<file path="src/rtl/mffc_ram.sv">
module mffc_ram #(
    parameter int WIDTH = 8,
    parameter int DEPTH = 256
) (
    input  logic                     clk,
    input  logic                     we,
    input  logic [$clog2(DEPTH)-1:0] waddr,
    input  logic [WIDTH-1:0]         wdata,
    input  logic                     re,
    input  logic [$clog2(DEPTH)-1:0] raddr,
    output logic [WIDTH-1:0]         rdata
);

    logic [WIDTH-1:0] mem [DEPTH];

    // one write port, registered read that holds when idle
    always_ff @(posedge clk)
    begin
        if (we) mem[waddr] <= wdata;
        if (re) rdata <= mem[raddr];
    end

endmodule

</file>
<file path="config.mk">
export PLATFORM = sky130hd
export DESIGN_NAME = mffc_ram
export DESIGN_NICKNAME = d
export VERILOG_FILES = /design/src/rtl/mffc_ram.sv
export SDC_FILE = /design/constraint.sdc
export NUM_CORES = 2
export LEC_CHECK = 0
export ABC_AREA = 0
export BUFFER_PORTS_ARGS = -buffer_cell sky130_fd_sc_hd__buf_2
export CORE_MARGIN = 3
export CORE_UTILIZATION = 57
export DETAILED_ROUTE_END_ITERATION = 10
export HOLD_SLACK_MARGIN = 0.08
export PLACE_DENSITY = 0.74
export SLEW_MARGIN = 10
export SYNTH_ARGS = -nofsm -noshare
export SYNTH_HDL_FRONTEND = slang
export SYNTH_SLANG_ARGS = --single-unit
</file>
<file path="constraint.sdc">
create_clock -name clk -period 2.2 [get_ports clk]
set_input_delay 0.11 -clock clk [delete_from_list [all_inputs] [get_ports clk]]
set_output_delay 0.11 -clock clk [all_outputs]
set_load 0.02 [all_outputs]
</file>
Word level (Yosys, flattened, before mapping)
Memories as Yosys holds them, arrays and structs flattened. A register that Yosys moved wholly into a read port is not among the register bits.
Index checks and enable logic that the tools add are counted.
- mux-type cells: 2
- operators by type and width (kind ; count):
    $mux 1 ; 2
- register bits after elaboration: 0
- bits in writable memories: 2048
- bits of input ports: 27
- output and inout bits: 8
- logic and storage cells: 3
- memories kept: 1
- memories (memory ; depth ; width ; rd ports ; clocked after Yosys merged registers in ; write ports ; line ; source):
    mem ; 256 ; 8 ; 1 ; 1 ; 1 ; 14 ; logic [WIDTH-1:0] mem [DEPTH];

Longest topological paths before layout
- depth after elaboration: 2
- mapped depth: 11

Least setup slack after synthesis
No wires, ideal clock.
- path kind: in2reg
- start point: input port raddr[0]
- end point: register rdata[2] (read register of mem) (data pin)
- library setup time: 0.269 ns
- arrival time: 1.917 ns
- required time: 1.931 ns
- slack: 0.014 ns
- cell stages on the path: 9
- path through: buf_6 -> buf_12 -> buf_8 -> buf_2 -> mux4_2 -> a22oi_1 -> a21oi_1 -> nor4_1 -> nor4_2
- RTL lines (element ; line ; source):
    start, declared ; 10 ; input logic [$clog2(DEPTH)-1:0] raddr,
    end, declared ; 11 ; output logic [WIDTH-1:0] rdata

==> results.toml <==
[status]
status = "finished with violations"
violations = "negative setup slack"

[placement]
place_hpwl_mm = 129
gp_congestion = 0.916
dpl.cell_count = 6111
portBuffers = 34

[min_path]
holdCritPathClass = "in2reg"

[clock_tree]
worst_skew_pair.late_latency_ps = 830
path_clk_slew_ps = 60
cts_num_sinks = 2056
cts_buffer_depth = 3
post_cts.repair.setup_buffers = 0
htree_levels = 4
cts_tree = "yes"
clockRootBuffer = "clkbuf_16"
cts_buffers = 197

[floorplan]
fp.dieH_um = 380
initial_core_util = 0.576
die_w_um = 380
io_pins = 35
rows = 136
die_area_um2 = 144000
core-area_um2 = 138000

[finish]
drive_gt1_frac = 0.336
layout.cells.non_filler = 6509
multi_input_area_um2 = 17000
regArea_um2 = 61700
fillers = 8407
nets = 4501
final_core_util = 0.685
area_growth_pct = 18.8

[yosys]
syn_nets = 3760
synth_top_family_by_area = "multiplexers"
avgSynthCellArea_um2 = 21.3
netlist.area_leader.share = 0.775
synth.top_cells.by_count = "2056 x edfxtp_1, 454 x mux4_2, 282 x nor2_1"
ys.flop_type = "edfxtp_1"
ys_ff_latch = 2056
synth_cell_types = 54
synth_largest_area_cell = "edfxtp_1"
synth-edff-count = 2056
synth_area_leaders = "edfxtp_1 78%, mux4_2 13%, mux2i_1 1.7%"
ys.warnings.count = 0
synth-simple-area-share = 0.0263
synthAdderAreaFrac = 0
synthXorXnorAreaFrac = 0
syn_inst = 3733
synth_compound_area_frac = 0.0342
seq_area_frac_synth = 0.775
syn-cell-area_um2 = 79600
synth.most_common_cell = "edfxtp_1"
async_reset_ff_frac = 0
synthMuxAreaShare = 0.146

[setup_path]
arrival_ps = 2920
path_max_fanout = 1
required_ps = 2760
startpoint_type = "flip-flop"
crit_path_end_kind = "flip-flop"
path_class = "reg2reg"

[power]
p_per_area_nw_per_um2 = 869
leakage_nw = 30.8
ir_drop_mv = 0.898

[global_routing]
grt_pass1_vias = 42745
grt_pass1_wl_mm = 294
gr-total-overflow = 0
antenna_found_initial = 13
grt_max_degree = 105
grt_usage = 0.281

[sta]
slew-limit-headroom = 0.549
setup_ws_ps = -166
hold_slack_ps = 188
fin_tns_setup_ps = -801
worstMarginPinSlew_ps = 674
maxSlewViolCount = 0
max_freq_mhz = 423
setup_viol = 7
hold_violations = 0
post-route-period-util = 1.08
rsz0062_at_grt = "true"
fin_skew_ps = 40.2
min_period_ps = 2370

[routing]
detail-route-antenna-nets = 0
via_per_inst = 6.49
num_vias = 42213
avgRoutedWirePerCell_um = 30.8
first_iter_violations = 6031
first_pass_iters = 8
routed_wl_mm = 201
route.detailed.drc = 0

[flow_run]
maxCapViolCount = 0
## through the flow
step | instance area [µm²] | power (mW) | setup WS [ps]
2_1_floorplan | 79600 | 46.2 | 13.9
3_3_place_gp | 87300 | 48.4 | -1330
3_5_place_dp | 87300 | 48.5 | -1330
4_1_cts | 94500 | 82.4 | -137
5_1_grt | 94600 | 84.2 | -193
6_report | 94600 | 82.2 | -166
## path summary, 6_finish.rpt
| check | depth (start not counted) | end | slack (ps) | from |
|---|---|---|---|---|
| worst max-delay path | 6 | rdata[7] | -170 | mem[136][7] |
| worst min register to register | 7 | rdata[5] | 1120 | mem[32][5] |
| worst max register to register | 6 | rdata[7] | -170 | mem[136][7] |
| worst min-delay path | 5 | mem[211][3] | 190 | waddr[0] |
## cell usage in the layout, fill, tap and decap left out, types with 26 or more instances in the layout
cell type,instances
a22oi_1,126
nor2_1,274
o221ai_1,45
mux4_2,454
nand3_1,34
buf_12,86
clkinv_1,46
a21oi_1,91
buf_4,627
nand2_1,33
mux2i_1,134
dlygate4sd3_1,26
clkbuf_16,201
clkbuf_1,46
o22ai_1,27
edfxtp_1,2056
## flip-flops by register name, indices dropped and copies added (netlist names)
signal	flops
mem	2048
rdata	8
## logic make-up (layout without fill, tap and decap cells)
logic type             Yosys count  in the layout
flip-flops                    2056           2056
other                            0              8
multiplexers                   591            591
AND/OR/NAND/NOR                466            466
buffers and inverters          235           1140
AO/OA/AOI/OAI                  385            385
## final cells by class
class	count	area share
diodes	8	0.000212
clock buffers	247	0.0550
clock inverters	116	0.0142
inverters	2	0.0000794
multi-input cells	1442	0.179
flip-flops and latches	2056	0.653
well taps	1863	0.0246
repair buffers	775	0.0738
## per-layer routing
layer | vias to the layer above | global-route usage | wire length (µm)
met1 | 21698 | 0.393 | 73100
met3 | 495 | 0.0585 | 22700
met4 | 4 | 0.112 | 8900
li1 | 17186 | - | -
met2 | 2830 | 0.439 | 95900
met5 | - | 0 | 27
## power breakdown
part	internal [mW]	switching (mW)	total, mW	leakage (nW)
sequential	43.2	0.0557	43.2	18.5
clock	19.7	14.5	34.2	3.16
combinational	1.94	2.77	4.71	9.17
total	64.9	17.3	82.2	30.8
## worst max-delay path, cell delays in order, from the launching register on
cell and delay (ps):
edfxtp_1 410, mux4_2 490, mux4_2 490, nor2_2 110
a2111oi_2 70, nor3_4 430, nor4_2 100
## what timing repair did
| item | 4_1_cts | 5_1_grt |
|---|---|---|
| hold buffers | 27 | 0 |
| cloned | 0 | 0 |
| gates resized for setup | 69 | 18 |
| setup endpoints to repair | 8 | 61 |
| hold endpoints to repair | 1234 | 0 |
| pin swaps | 27 | 11 |
Power figures use the tool's default switching activity.
